`src/sv/gnss_binary_frame_crc32_receiver_defines.svh`:
```
// Assertion macros shared by the receiver modules.
// Each macro expects signals named clk and arst_n in the enclosing module.
`ifndef GNSS_BINARY_FRAME_CRC32_RECEIVER_DEFINES_SVH
`define GNSS_BINARY_FRAME_CRC32_RECEIVER_DEFINES_SVH

`ifndef NO_ASSERTIONS
// Property that is checked at every clock edge outside reset.
`define GBFCR_ASSERT(lbl, prop, msg) \
	lbl: assert property (@(posedge clk) disable iff (!arst_n) prop) else $error(msg);
// Condition in one cycle that forces a consequence in the next cycle.
`define GBFCR_ASSERT_NEXT(lbl, pre, post, msg) \
	lbl: assert property (@(posedge clk) disable iff (!arst_n) pre |=> post) else $error(msg);
`else
`define GBFCR_ASSERT(lbl, prop, msg)
`define GBFCR_ASSERT_NEXT(lbl, pre, post, msg)
`endif

`endif

```
`src/sv/gbfcr_pkg.sv`:
```
`default_nettype none

package gbfcr_pkg;

	// Default header length in bytes, sync bytes included.
	localparam int unsigned HEADER_BYTES_DEF = 28;

	// Frame offset width and the depth of the transaction queue.
	localparam int unsigned OffsetW = 17;
	localparam int unsigned QDepth = 2;

	// Reset value of the reflected CRC-32 polynomial.
	localparam logic [31:0] CrcPolyReset = 32'hEDB88320;

	// Sync sequence.
	localparam logic [7:0] Sync0 = 8'hAA;
	localparam logic [7:0] Sync1 = 8'h44;
	localparam logic [7:0] Sync2 = 8'h12;

	// Header offsets of the little-endian message ID and payload length.
	localparam logic [OffsetW-1:0] OffIdLo = 17'd4;
	localparam logic [OffsetW-1:0] OffIdHi = 17'd5;
	localparam logic [OffsetW-1:0] OffLenLo = 17'd8;
	localparam logic [OffsetW-1:0] OffLenHi = 17'd9;
	localparam logic [OffsetW-1:0] OffSync2 = 17'd2;
	localparam logic [OffsetW-1:0] OffFirstHdr = 17'd3;

	// Message IDs with a class of their own.
	localparam logic [15:0] IdRange = 16'd43;
	localparam logic [15:0] IdGpsEph = 16'd7;
	localparam logic [15:0] IdBdsEph = 16'd1696;
	localparam logic [15:0] IdPosition = 16'd42;

	// Message class codes.
	localparam logic [2:0] ClsRange = 3'd0;
	localparam logic [2:0] ClsGpsEph = 3'd1;
	localparam logic [2:0] ClsBdsEph = 3'd2;
	localparam logic [2:0] ClsPosition = 3'd3;
	localparam logic [2:0] ClsOther = 3'd4;

	// What the back end does with the CRC for one byte.
	typedef enum logic [1:0] {
		CRC_HOLD,
		CRC_RESTART,
		CRC_UPDATE,
		CRC_CHECK
	} crc_op_t;

	// One classified byte on its way from the front end to the back end.
	typedef struct packed {
		logic [7:0] data;
		logic in_frame;
		logic [OffsetW-1:0] offset;
		logic is_payload;
		logic done;
		logic [15:0] message_id;
		logic [15:0] payload_length;
		logic [2:0] message_class;
		crc_op_t crc_op;
		logic [1:0] crc_idx;
	} q_entry_t;

endpackage

`default_nettype wire

```
`src/sv/gbfcr_front.sv`:
```
`default_nettype none

`include "gnss_binary_frame_crc32_receiver_defines.svh"

module gbfcr_front #(
	parameter int unsigned HEADER_BYTES = gbfcr_pkg::HEADER_BYTES_DEF
) (
	input wire logic clk,
	input wire logic arst_n,
	input wire logic in_valid,
	output logic in_stall,
	input wire logic [7:0] data_byte,
	input wire logic q_full,
	output logic push,
	output gbfcr_pkg::q_entry_t entry
);
	import gbfcr_pkg::*;

	typedef enum logic [1:0] {
		HUNT_IDLE,
		HUNT_AA,
		HUNT_AA44,
		IN_FRAME
	} phase_t;

	localparam logic [OffsetW-1:0] HdrLen = OffsetW'(HEADER_BYTES);

	phase_t phase_q, phase_d;
	logic [OffsetW-1:0] count_q, count_d;
	logic [15:0] id_q, id_d;
	logic [15:0] len_q, len_d;
	logic [OffsetW-1:0] pay_end;
	logic [1:0] crc_idx;

	function automatic logic [2:0] class_of(input logic [15:0] id);
		logic [2:0] cls;
		cls = ClsOther;
		if (id == IdRange) cls = ClsRange;
		else if (id == IdGpsEph) cls = ClsGpsEph;
		else if (id == IdBdsEph) cls = ClsBdsEph;
		else if (id == IdPosition) cls = ClsPosition;
		return cls;
	endfunction

	// A transaction is taken whenever the queue has room.
	assign in_stall = q_full;
	assign push = in_valid && !q_full;

	// End of the payload and the place of a byte inside the trailing CRC.
	assign pay_end = HdrLen + {1'b0, len_q};
	assign crc_idx = 2'(count_q[1:0] - pay_end[1:0]);

	// Classify the byte and work out the next framing state.
	always_comb begin
		phase_d = phase_q;
		count_d = count_q;
		id_d = id_q;
		len_d = len_q;
		entry = '0;
		entry.data = data_byte;
		entry.crc_op = CRC_HOLD;
		case (phase_q)
			IN_FRAME: begin
				entry.in_frame = 1'b1;
				entry.offset = count_q;
				if (count_q < HdrLen) begin
					if (count_q == OffIdLo) id_d = {id_q[15:8], data_byte};
					else if (count_q == OffIdHi) id_d = {data_byte, id_q[7:0]};
					else if (count_q == OffLenLo) len_d = {len_q[15:8], data_byte};
					else if (count_q == OffLenHi) len_d = {data_byte, len_q[7:0]};
					entry.crc_op = CRC_UPDATE;
					count_d = count_q + 1'b1;
				end else if (count_q < pay_end) begin
					entry.is_payload = 1'b1;
					entry.crc_op = CRC_UPDATE;
					count_d = count_q + 1'b1;
				end else begin
					entry.crc_op = CRC_CHECK;
					entry.crc_idx = crc_idx;
					if (crc_idx == 2'd3) begin
						entry.done = 1'b1;
						entry.message_id = id_q;
						entry.payload_length = len_q;
						entry.message_class = class_of(id_q);
						phase_d = HUNT_IDLE;
						count_d = '0;
					end else begin
						count_d = count_q + 1'b1;
					end
				end
			end
			default: begin
				if (phase_q == HUNT_AA44 && data_byte == Sync2) begin
					entry.in_frame = 1'b1;
					entry.offset = OffSync2;
					entry.crc_op = CRC_UPDATE;
					id_d = '0;
					len_d = '0;
					phase_d = IN_FRAME;
					count_d = OffFirstHdr;
				end else if (phase_q == HUNT_AA && data_byte == Sync1) begin
					entry.crc_op = CRC_UPDATE;
					phase_d = HUNT_AA44;
				end else if (data_byte == Sync0) begin
					entry.crc_op = CRC_RESTART;
					phase_d = HUNT_AA;
				end else begin
					phase_d = HUNT_IDLE;
				end
			end
		endcase
	end

	// Framing state advances on every accepted transaction.
	always_ff @(posedge clk or negedge arst_n) begin
		if (!arst_n) begin
			phase_q <= HUNT_IDLE;
			count_q <= '0;
			id_q <= '0;
			len_q <= '0;
		end else if (push) begin
			phase_q <= phase_d;
			count_q <= count_d;
			id_q <= id_d;
			len_q <= len_d;
		end
	end

	`GBFCR_ASSERT(a_frame_count, (phase_q == IN_FRAME) |-> (count_q >= OffFirstHdr), "frame offset below first header byte")
	`GBFCR_ASSERT_NEXT(a_sync_enter, push && phase_q == HUNT_AA44 && data_byte == Sync2, phase_q == IN_FRAME && count_q == OffFirstHdr, "sync did not open a frame")
	`GBFCR_ASSERT(a_report_only_done, (push && !entry.done) |-> (entry.message_id == 16'd0 && entry.message_class == 3'd0), "report fields set without frame end")

endmodule

`default_nettype wire

```
`src/sv/gbfcr_fifo.sv`:
```
`default_nettype none

`include "gnss_binary_frame_crc32_receiver_defines.svh"

module gbfcr_fifo (
	input wire logic clk,
	input wire logic arst_n,
	input wire logic push,
	input wire gbfcr_pkg::q_entry_t push_data,
	output logic full,
	input wire logic pop,
	output gbfcr_pkg::q_entry_t pop_data,
	output logic empty
);
	import gbfcr_pkg::*;

	localparam int unsigned PtrW = (QDepth > 1) ? $clog2(QDepth) : 1;
	localparam int unsigned CntW = $clog2(QDepth + 1);
	localparam logic [PtrW-1:0] PtrLast = PtrW'(QDepth - 1);
	localparam logic [CntW-1:0] CntFull = CntW'(QDepth);

	q_entry_t data_q [QDepth];
	logic [PtrW-1:0] wr_ptr_q;
	logic [PtrW-1:0] rd_ptr_q;
	logic [CntW-1:0] cnt_q;

	assign full = (cnt_q == CntFull);
	assign empty = (cnt_q == '0);
	assign pop_data = data_q[rd_ptr_q];

	// Entry storage.
	always_ff @(posedge clk) begin
		if (push) begin
			data_q[wr_ptr_q] <= push_data;
		end
	end

	// Pointers and fill count.
	always_ff @(posedge clk or negedge arst_n) begin
		if (!arst_n) begin
			wr_ptr_q <= '0;
			rd_ptr_q <= '0;
			cnt_q <= '0;
		end else begin
			if (push) begin
				wr_ptr_q <= (wr_ptr_q == PtrLast) ? '0 : wr_ptr_q + 1'b1;
			end
			if (pop) begin
				rd_ptr_q <= (rd_ptr_q == PtrLast) ? '0 : rd_ptr_q + 1'b1;
			end
			if (push && !pop) begin
				cnt_q <= cnt_q + 1'b1;
			end else if (pop && !push) begin
				cnt_q <= cnt_q - 1'b1;
			end
		end
	end

	`GBFCR_ASSERT(a_cnt_range, cnt_q <= CntFull, "queue count above depth")

endmodule

`default_nettype wire

```
`src/sv/gbfcr_back.sv`:
```
`default_nettype none

`include "gnss_binary_frame_crc32_receiver_defines.svh"

module gbfcr_back (
	input wire logic clk,
	input wire logic arst_n,
	input wire logic crc_polynomial_we,
	input wire logic [31:0] crc_polynomial,
	input wire logic q_empty,
	input wire gbfcr_pkg::q_entry_t q_data,
	output logic pop,
	output logic out_valid,
	input wire logic out_stall,
	output logic [7:0] echo_byte,
	output logic in_frame,
	output logic [gbfcr_pkg::OffsetW-1:0] frame_offset,
	output logic is_payload,
	output logic frame_done,
	output logic crc_ok,
	output logic [15:0] message_id,
	output logic [15:0] payload_length,
	output logic [2:0] message_class
);
	import gbfcr_pkg::*;

	logic [31:0] poly_q;
	logic [31:0] crc_q;
	logic [31:0] rcv_q;
	logic [31:0] crc_seed;
	logic [31:0] crc_next;
	logic ok_next;
	logic out_valid_q;
	logic [7:0] echo_byte_q;
	logic in_frame_q;
	logic [OffsetW-1:0] frame_offset_q;
	logic is_payload_q;
	logic frame_done_q;
	logic crc_ok_q;
	logic [15:0] message_id_q;
	logic [15:0] payload_length_q;
	logic [2:0] message_class_q;

	// Eight unrolled shift steps of the reflected CRC.
	function automatic logic [31:0] crc_byte(input logic [31:0] crc_in, input logic [7:0] b,
			input logic [31:0] poly);
		logic [31:0] c;
		c = crc_in ^ {24'd0, b};
		for (int k = 0; k < 8; k++) begin
			c = c[0] ? ((c >> 1) ^ poly) : (c >> 1);
		end
		return c;
	endfunction

	// Take a transaction when the output register is free or being emptied.
	assign pop = !q_empty && (!out_valid_q || !out_stall);

	assign crc_seed = (q_data.crc_op == CRC_RESTART) ? 32'd0 : crc_q;
	assign crc_next = crc_byte(crc_seed, q_data.data, poly_q);
	assign ok_next = q_data.done && ({q_data.data, rcv_q[23:0]} == crc_q);

	// Polynomial register.
	always_ff @(posedge clk or negedge arst_n) begin
		if (!arst_n) begin
			poly_q <= CrcPolyReset;
		end else if (crc_polynomial_we) begin
			poly_q <= crc_polynomial;
		end
	end

	// Running and received CRC.
	always_ff @(posedge clk or negedge arst_n) begin
		if (!arst_n) begin
			crc_q <= '0;
			rcv_q <= '0;
		end else if (pop) begin
			case (q_data.crc_op)
				CRC_RESTART, CRC_UPDATE: crc_q <= crc_next;
				CRC_CHECK: rcv_q[{q_data.crc_idx, 3'b000} +: 8] <= q_data.data;
				default: ;
			endcase
		end
	end

	// Output register.
	always_ff @(posedge clk or negedge arst_n) begin
		if (!arst_n) begin
			out_valid_q <= 1'b0;
		end else if (pop) begin
			out_valid_q <= 1'b1;
		end else if (!out_stall) begin
			out_valid_q <= 1'b0;
		end
	end

	always_ff @(posedge clk) begin
		if (pop) begin
			echo_byte_q <= q_data.data;
			in_frame_q <= q_data.in_frame;
			frame_offset_q <= q_data.offset;
			is_payload_q <= q_data.is_payload;
			frame_done_q <= q_data.done;
			crc_ok_q <= ok_next;
			message_id_q <= q_data.message_id;
			payload_length_q <= q_data.payload_length;
			message_class_q <= q_data.message_class;
		end
	end

	assign out_valid = out_valid_q;
	assign echo_byte = echo_byte_q;
	assign in_frame = in_frame_q;
	assign frame_offset = frame_offset_q;
	assign is_payload = is_payload_q;
	assign frame_done = frame_done_q;
	assign crc_ok = crc_ok_q;
	assign message_id = message_id_q;
	assign payload_length = payload_length_q;
	assign message_class = message_class_q;

	`GBFCR_ASSERT(a_done_in_frame, (out_valid_q && frame_done_q) |-> (in_frame_q && !is_payload_q), "frame end outside frame or in payload")
	`GBFCR_ASSERT(a_ok_with_done, (out_valid_q && crc_ok_q) |-> frame_done_q, "crc_ok without frame end")

endmodule

`default_nettype wire

```
`src/sv/gnss_binary_frame_crc32_receiver.sv`:
```
// Binary GNSS frame receiver with CRC-32 check.
// Input channel: one received byte per transaction (in_valid, in_stall, data_byte).
// Output channel: one result per input byte (out_valid, out_stall and the result
// fields): the echoed byte, frame position flags and, on the last CRC byte, the
// CRC verdict with the captured message ID, payload length and message class.
// Configuration: crc_polynomial is loaded on any cycle with crc_polynomial_we high;
// write it only while no transaction is in flight.
// The result of an accepted byte is written into the queue and then into the output
// register. Throughput is one byte per cycle while the output is not stalled: the
// front end classifies a byte in the cycle it is taken, and the back end does a full
// eight-bit CRC update combinationally. A two-entry queue separates the two halves.
// When the output is stalled, the queue fills and in_stall rises once both queue
// entries are occupied; no result is lost or repeated.
// Reset clears the framing state, the queue and the output valid, and loads the
// polynomial 0xEDB88320. The block accepts input as soon as reset is released.
`default_nettype none

module gnss_binary_frame_crc32_receiver #(
	parameter int unsigned HEADER_BYTES = gbfcr_pkg::HEADER_BYTES_DEF
) (
	input wire logic clk,
	input wire logic arst_n,
	input wire logic crc_polynomial_we,
	input wire logic [31:0] crc_polynomial,
	input wire logic in_valid,
	output logic in_stall,
	input wire logic [7:0] data_byte,
	output logic out_valid,
	input wire logic out_stall,
	output logic [7:0] echo_byte,
	output logic in_frame,
	output logic [gbfcr_pkg::OffsetW-1:0] frame_offset,
	output logic is_payload,
	output logic frame_done,
	output logic crc_ok,
	output logic [15:0] message_id,
	output logic [15:0] payload_length,
	output logic [2:0] message_class
);
	import gbfcr_pkg::*;

	logic push;
	logic pop;
	logic q_full;
	logic q_empty;
	q_entry_t push_entry;
	q_entry_t pop_entry;

	// Sync hunt, header capture and byte classification.
	gbfcr_front #(
		.HEADER_BYTES(HEADER_BYTES)
	) u_front (
		.clk(clk),
		.arst_n(arst_n),
		.in_valid(in_valid),
		.in_stall(in_stall),
		.data_byte(data_byte),
		.q_full(q_full),
		.push(push),
		.entry(push_entry)
	);

	// Queue between classification and CRC evaluation.
	gbfcr_fifo u_fifo (
		.clk(clk),
		.arst_n(arst_n),
		.push(push),
		.push_data(push_entry),
		.full(q_full),
		.pop(pop),
		.pop_data(pop_entry),
		.empty(q_empty)
	);

	// CRC evaluation and output register.
	gbfcr_back u_back (
		.clk(clk),
		.arst_n(arst_n),
		.crc_polynomial_we(crc_polynomial_we),
		.crc_polynomial(crc_polynomial),
		.q_empty(q_empty),
		.q_data(pop_entry),
		.pop(pop),
		.out_valid(out_valid),
		.out_stall(out_stall),
		.echo_byte(echo_byte),
		.in_frame(in_frame),
		.frame_offset(frame_offset),
		.is_payload(is_payload),
		.frame_done(frame_done),
		.crc_ok(crc_ok),
		.message_id(message_id),
		.payload_length(payload_length),
		.message_class(message_class)
	);

endmodule

`default_nettype wire
```
`config.mk`:
```
export PLATFORM = sky130hd
export DESIGN_NAME = gnss_binary_frame_crc32_receiver
export DESIGN_NICKNAME = d
export VERILOG_FILES = /design/src/sv/gbfcr_pkg.sv /design/src/sv/gbfcr_front.sv /design/src/sv/gbfcr_fifo.sv /design/src/sv/gbfcr_back.sv /design/src/sv/gnss_binary_frame_crc32_receiver.sv
export VERILOG_INCLUDE_DIRS = /design/src /design/src/sv
export SDC_FILE = /design/constraint.sdc
export NUM_CORES = 1
export LEC_CHECK = 0
export BUFFER_PORTS_ARGS = -buffer_cell sky130_fd_sc_hd__buf_2
export CAP_MARGIN = 20
export CORE_MARGIN = 2
export CORE_UTILIZATION = 62
export DETAILED_ROUTE_END_ITERATION = 10
export PLACE_DENSITY = 0.78
export SYNTH_ARGS = -nofsm -noshare
export SYNTH_HDL_FRONTEND = slang
export SYNTH_SLANG_ARGS = --single-unit
```
`constraint.sdc`:
```
create_clock -name clk -period 8.07 [get_ports clk]
set_clock_uncertainty 0.15 [all_clocks]
set_input_delay 1.614 -clock clk [delete_from_list [all_inputs] [get_ports clk]]
set_output_delay 1.614 -clock clk [all_outputs]
set_load 0.01 [all_outputs]
```
Word-level counts from Yosys, hierarchy flattened. Memory sizes are Yosys's and may differ from the RTL's. Index checks and enable logic that the tools add are counted.

Equality and inequality tests: 32. $lt $le $gt $ge: 2. Bitwise logic cells: 9. Reduce and logical (&&, ||, !) cells: 26. $add $sub $neg: 8. Mux-type cells: 59. Shift-type cells: 2.

Operators by type and width (number): 32-bit 2-to-1 mux (9); 31-bit by 32-bit XOR with 32-bit output (8); 16-bit 2-to-1 mux (11); 17-bit 2-to-1 mux (5); 37-bit 2-to-1 mux (2); 36-bit 2-to-1 mux (2); 18-bit 2-to-1 mux (2); 17-bit by 3-bit equality test with 1-bit output, second input constant (2); 17-bit by 4-bit equality test with 1-bit output, second input constant (2); 32-bit bitwise mux (1); 16-bit by 6-bit equality test with 1-bit output, second input constant (2); 32-bit equality test (1); 8-bit by 7-bit variable shift with 32-bit output, first input constant (1); 8-bit by 7-bit indexed part select with 32-bit output (1); 32-bit by 8-bit XOR with 32-bit output (1); 2-bit 2-to-1 mux (14); 17-bit by 1-bit adder with 17-bit output, second input constant (1); 5-bit by 16-bit adder with 17-bit output, first input constant (1); 17-bit < comparator (1); 17-bit by 5-bit < comparator with 1-bit output, second input constant (1); 16-bit by 11-bit equality test with 1-bit output, second input constant (1); 16-bit by 3-bit equality test with 1-bit output, second input constant (1); 2-bit by 1-bit != test with 1-bit output, second input constant (7); 2-bit equality test, second input constant (6); 23 further kinds (55).

Output and inout bits: 66. Bits of input ports: 45. Memories: 1. Word-level logic and storage cells: 161. Bits in writable memories: 134. Register bits after elaboration: 216.

Memories: u_fifo.data_q (words 2, bits a word 67, read ports 1, clocked after memory_dff 0, write ports 1, line gbfcr_fifo.sv:22) `q_entry_t data_q [QDepth];`.

Depth between registers and ports, before layout. An unclocked memory read counts as a cell.

Depth after elaboration: 20. Gate-level depth with buffers: 23. Gate-level depth less buffers: 16.

By module. From an unflattened synthesis, not the netlist that was laid out.

Cell total of the unflattened synthesis: 1908. Area, all modules: 19935.4 um^2.

By module, submodules not included: gbfcr_back (instances 1, area each 11073.1 um^2, seq. area each 4166.5 um^2, cells an instance 1267); gbfcr_fifo (instances 1, area each 5112.4 um^2, seq. area each 4124.0 um^2, cells an instance 225); gbfcr_front (instances 1, area each 3749.8 um^2, seq. area each 1276.2 um^2, cells an instance 416).

Worst setup path after synthesis. OpenSTA, ideal clock, no wires.

Path kind: flip-flop to flip-flop. From: register u_fifo.rd_ptr_q. To: register u_back.crc_q[28]. Stages on the path, launching flop included: 24. Period minus slack after synthesis: 5.799 ns. Path buffers: 8. Library setup time: 0.141 ns. Required time: 7.779 ns. Slack: 2.271 ns. Data arrival time: 5.507 ns. Path through: dfrtp_1 -> buf_4 -> buf_1 -> buf_1 -> buf_1 -> mux2i_1 -> ha_1 -> nor2b_1 -> xnor2_2 -> buf_2 -> o21ai_0 -> a32o_1 -> o21a_1 -> o211a_1 -> or4_1 -> buf_2 -> a2111o_1 -> and4_1 -> clkbuf_1 -> o21a_1 -> xnor2_4 -> buf_2 -> a21o_1 -> a31oi_1.

Longest elaborated chain between the ends: 19. Elaborated cells on any way between the ends: 23. Classes of those cells: eq/ne (2); mux (9); bitwise (9); reduce/logical (2); memory (1).

Ends and longest elaborated chain: from (decl) (line gbfcr_fifo.sv:24) `logic [PtrW-1:0] rd_ptr_q;`; from (signal assigned) (line gbfcr_fifo.sv:49) `rd_ptr_q <= (rd_ptr_q == PtrLast) ? '0 : rd_ptr_q + 1'b1;`; memory read 2 x 67 bit *; 2-bit by 1-bit equality test with 1-bit output (line gbfcr_back.sv:58, gbfcr_back.sv:77); 32-bit 2-to-1 mux (line gbfcr_back.sv:58) `assign crc_seed = (q_data.crc_op == CRC_RESTART) ? 32'd0 : crc_q;`; 32-bit by 8-bit XOR with 32-bit output (line gbfcr_back.sv:48) `c = crc_in ^ {24'd0, b};`; 31-bit by 32-bit XOR with 32-bit output (line gbfcr_back.sv:50) `c = c[0] ? ((c >> 1) ^ poly) : (c >> 1);`; 32-bit 2-to-1 mux (line gbfcr_back.sv:50); 31-bit by 32-bit XOR with 32-bit output (line gbfcr_back.sv:50); 32-bit 2-to-1 mux (line gbfcr_back.sv:50); [... 3 more ...]; 32-bit 2-to-1 mux (line gbfcr_back.sv:50); 32-bit 2-to-1 mux / 31-bit by 32-bit XOR with 32-bit output (equally long branches) (line gbfcr_back.sv:50); 31-bit by 32-bit XOR with 32-bit output / 32-bit 2-to-1 mux (equally long branches) (line gbfcr_back.sv:50); 32-bit 2-to-1 mux / 31-bit by 32-bit XOR with 32-bit output (equally long branches) (line gbfcr_back.sv:50); 31-bit by 32-bit XOR with 32-bit output / 32-bit 2-to-1 mux (equally long branches) (line gbfcr_back.sv:50); 32-bit 2-to-1 mux / 31-bit by 32-bit XOR with 32-bit output (equally long branches) (line gbfcr_back.sv:50); 31-bit by 32-bit XOR with 32-bit output / 32-bit 2-to-1 mux (equally long branches) (line gbfcr_back.sv:50); 32-bit 2-to-1 mux (line gbfcr_back.sv:50); to (signal assigned) (line gbfcr_back.sv:78) `CRC_RESTART, CRC_UPDATE: crc_q <= crc_next;`; to (decl) (line gbfcr_back.sv:28) `logic [31:0] crc_q;`.

Mark *: on every way between the ends. The rest lies on a longest branch, timed or not. A chain may end at the register's enable or synchronous reset.

Worst setup path after layout.
From: register u_fifo.rd_ptr_q. To: register u_back.crc_q[29].

Longest elaborated chain between the ends: 19. Elaborated cells on any way between the ends: 23. Classes of those cells: eq/ne (2); mux (9); bitwise (9); reduce/logical (2); memory (1).

Ends and longest elaborated chain (line): memory read 2 x 67 bit *; 2-bit by 1-bit equality test with 1-bit output (gbfcr_back.sv:58, gbfcr_back.sv:77); 32-bit 2-to-1 mux (gbfcr_back.sv:58); 32-bit by 8-bit XOR with 32-bit output (gbfcr_back.sv:48); 31-bit by 32-bit XOR with 32-bit output (gbfcr_back.sv:50); 32-bit 2-to-1 mux (gbfcr_back.sv:50); 31-bit by 32-bit XOR with 32-bit output (gbfcr_back.sv:50); 32-bit 2-to-1 mux (gbfcr_back.sv:50); [... 3 more ...]; 32-bit 2-to-1 mux (gbfcr_back.sv:50); 31-bit by 32-bit XOR with 32-bit output (gbfcr_back.sv:50); 32-bit 2-to-1 mux (gbfcr_back.sv:50); 32-bit 2-to-1 mux / 31-bit by 32-bit XOR with 32-bit output (equally long branches) (gbfcr_back.sv:50); 31-bit by 32-bit XOR with 32-bit output / 32-bit 2-to-1 mux (equally long branches) (gbfcr_back.sv:50); 32-bit 2-to-1 mux / 31-bit by 32-bit XOR with 32-bit output (equally long branches) (gbfcr_back.sv:50); 31-bit by 32-bit XOR with 32-bit output / 32-bit 2-to-1 mux (equally long branches) (gbfcr_back.sv:50); 32-bit 2-to-1 mux (gbfcr_back.sv:50).

Marked as above.

==> run_results.csv <==
group,metric,value,unit
timing,slew_headroom,27.7,%
flow_run,drv_cap,0,
layout,fillers,2092,
global_route,grt_overflow,0,
route,num_vias,12782,
timing,setup-tns-final,0,ns
yosys,synth-xor-area-share,13.3,%
yosys,synth_adder_area_share,1.91,%
route,via_per_inst,5.98,
yosys,synthMuxAreaShare,6.11,%
critical_path,critPathKind,"flip-flop to flip-flop",
clocking,cts_setup_buffers,0,
yosys,ys_async_sr_fraction,42.1,%
yosys,synth_cells,1654,
yosys,synth_compound_area_share,8.83,%
route,routed_wl,41.0,mm
timing,setup_viol,0,
route,first_pass_iters,6,
clocking,ctsRootBufferMaster,"clkbuf_16",
clocking,cts_tree,"yes",
floorplanning,initial_core_util,62.5,%
floorplanning,die_y,176,microns
run_status,status,"completed",
yosys,synth_top_family_by_area,"simple AND/OR/NAND/NOR gates",
critical_path,cp.required,8.38,ns
yosys,synth-simple-area-share,15.0,%
layout,multiInputGateArea,8340,sq um
global_route,grt_pass1_vias,12667,
critical_path,start_kind,"flip-flop",
yosys,yosysTopAreaCellShare,32.3,%
placement,dp_hpwl,26.4,mm
placement,placed_area,19200,sq um
layout,post-route-util,69.8,%
critical_path,path_max_fanout,66,
timing,worst_pin_slew,1.08,ns
global_route,grt_usage,26.7,%
worst_hold_path,hold_path_class,"flip-flop to flip-flop",
timing,drv_slew,0,
yosys,ys_types,65,
route,routedWlPerCell,19.2,microns
global_route,antenna_found_initial,0,
layout,areaGrowthSynthToFinish,11.5,%
global_route,grt_max_degree,89,
floorplanning,ios,111,
yosys,ys_warn_count,0,
layout,n_antenna_cell,0,
timing,finalCritPeriodShare,83.9,%
yosys,synth_edf_count,198,
yosys,synthTopCellsByArea,"edfxtp_1, dfrtp_1, xnor2_1",
route,ant_nets,0,
floorplanning,rows,63,
yosys,ys.flop_type,"edfxtp_1",
critical_path,critPathCaptureType,"flip-flop",
clocking,cts_made_buffers,38,
layout,design_area,20500,sq um
floorplanning,die_w,176,microns
route,drc,0,
clocking,clk_latency,0.55,ns
layout,layout.nets,1792,
route,drtIter0Drc,1033,
clocking,clk_pin_slew,0.05,ns
placement,gp_congestion,0.855,
clocking,cts_sinks,342,
clocking,clock_path_buffers,3,
floorplanning,core-area,29400,sq um
critical_path,cp.arrival,7.08,ns
layout,drive_gt1_share,17.8,%
placement,numPortBuffers,110,
global_route,grt_pass1_wl,66.3,mm
timing,hold_viol_final,0,
layout,regArea,9570,sq um
clocking,ctsHoldBuffers,0,
yosys,post-synth-top-area-cell,"edfxtp_1",
yosys,ys_ff_latch,342,
timing,rsz0062_at_grt,"false",
floorplanning,die_area,31000,sq um
yosys,syn_nets,1727,
yosys,syn_avg_cell_area,11.1,sq um
clocking,cts_max_level,2,
timing,post-route-min-period,6.77,ns
yosys,yosysSeqAreaShare,52.0,%
timing,clock.fmax,148,MHz
yosys,syn_area,18400,sq um
clocking,post_cts_resized,0,
==> state kept, by name, indices dropped and copies added, names as in the netlist, 2 cells and up <==
| name | flops |
|---|---|
| u_fifo.data_q | 134 |
| u_back.crc_q | 32 |
| u_back.poly_q | 32 |
| u_back.rcv_q | 24 |
| u_back.frame_offset | 17 |
| u_front.count_q | 17 |
| u_back.message_id | 16 |
| u_back.payload_length | 16 |
| u_front.id_q | 16 |
| u_front.len_q | 16 |
| u_back.echo_byte | 8 |
| u_back.message_class | 3 |
| u_fifo.cnt_q | 2 |
| u_front.phase_q | 2 |
==> cell usage in the layout (no fill, tap or decap), types with 31 or more instances in the layout <==
master	Yosys	routed
buf_2	10	110
nand2_1	219	219
nor2_1	41	39
and3_1	32	31
and2_1	34	34
nand3_1	96	96
nand4_1	38	38
clkbuf_16	0	38
xor2_1	47	47
o21ai_0	37	37
mux2_2	86	86
dfrtp_1	130	129
edfxtp_1	198	198
xnor2_1	216	215
==> area by class of cell <==
cell class | count | area share (%)
clock buffers | 50 | 4.91
clock inverters | 20 | 1.20
inverters | 23 | 0.421
multi-input cells | 1176 | 40.7
flip-flops and latches | 342 | 46.7
well taps | 390 | 2.38
repair buffers | 138 | 3.79
==> per-stage QoR <==
stage | setup WS, ns | hold slack [ns] | std cells
2_1_floorplan | 2.27 | 0.311 | 1654
3_3_place_gp | 1.61 | 0.328 | 2067
3_5_place_dp | 1.37 | 0.337 | 2068
4_1_cts | 1.35 | 0.349 | 2138
5_1_grt | 0.771 | 0.380 | 2139
6_report | 1.30 | 0.347 | 2139
==> layer usage <==
layer | track usage [%] | wire [microns]
met1 | 35.1 | 17100
met2 | 46.3 | 20700
met3 | 4.31 | 2280
met4 | 6.99 | 898
met5 | 0 | 0
==> cells in the mapped netlist (all sizes together), types with 4 or more instances <==
| library cell | number |
|---|---|
| nor2 | 41 |
| a21oi | 12 |
| nor2b | 19 |
| nand2 | 219 |
| a22o | 21 |
| nand2b | 31 |
| dfstp | 14 |
| o21a | 30 |
| ha | 28 |
| clkbuf | 88 |
| nor3 | 8 |
| xor2 | 47 |
| o31ai | 29 |
| mux2i | 13 |
| a211o | 26 |
| nand4 | 38 |
| inv | 23 |
| nand3 | 96 |
| and3 | 32 |
| a31oi | 7 |
| nor4 | 16 |
| a21boi | 30 |
| mux2 | 86 |
| and2 | 34 |
| dfrtp | 130 |
| edfxtp | 198 |
| nand3b | 4 |
| buf | 25 |
| o21ai | 39 |
| a21o | 10 |
| xnor2 | 218 |
==> worst max-delay path, cell delays in order (launching register included) <==
cell and delay, ns:
dfrtp_2 0.38, buf_4 0.77, mux2i_4 0.51, xnor2_2 0.27
or3b_1 0.40, a21oi_1 0.25, nor2_1 0.09, xor3_1 0.37
buf_4 0.32, nor3b_1 0.46, a311o_1 0.91, a21oi_1 0.18
xnor2_1 0.25, xnor2_4 0.45, buf_4 0.50, a211oi_1 0.16
o31ai_2 0.22
==> path summary, 6_finish.rpt <==
| check | startpoint | endpoint | slack, ns | cells past startpoint |
|---|---|---|---|---|
| worst max-delay path | u_fifo.rd_ptr_q | u_back.crc_q[29] | 1.30 | 16 |
| worst min-delay path | u_back.rcv_q[2] | u_back.rcv_q[2] | 0.35 | 2 |
| worst max register to register | u_fifo.rd_ptr_q | u_back.crc_q[29] | 1.30 | 16 |
| worst min register to register | u_back.rcv_q[2] | u_back.rcv_q[2] | 0.35 | 2 |
| max in group asynchronous | arst_n | u_fifo.rd_ptr_q | 5.44 | 2 |
| min in group asynchronous | arst_n | u_back.poly_q[22] | 1.02 | 1 |
==> kinds of logic after synthesis <==
logic type | after synthesis
AOI/OAI and AO/OA | 222
xor gates and xnor gates | 269
adders and majority gates | 28
buffers and inverters | 136
DFF | 342
muxes | 99
and+or+nand+nor | 558
Power is not shown: default switching activity piles up to over one toggle a cycle in this logic, so the estimate is an artifact.
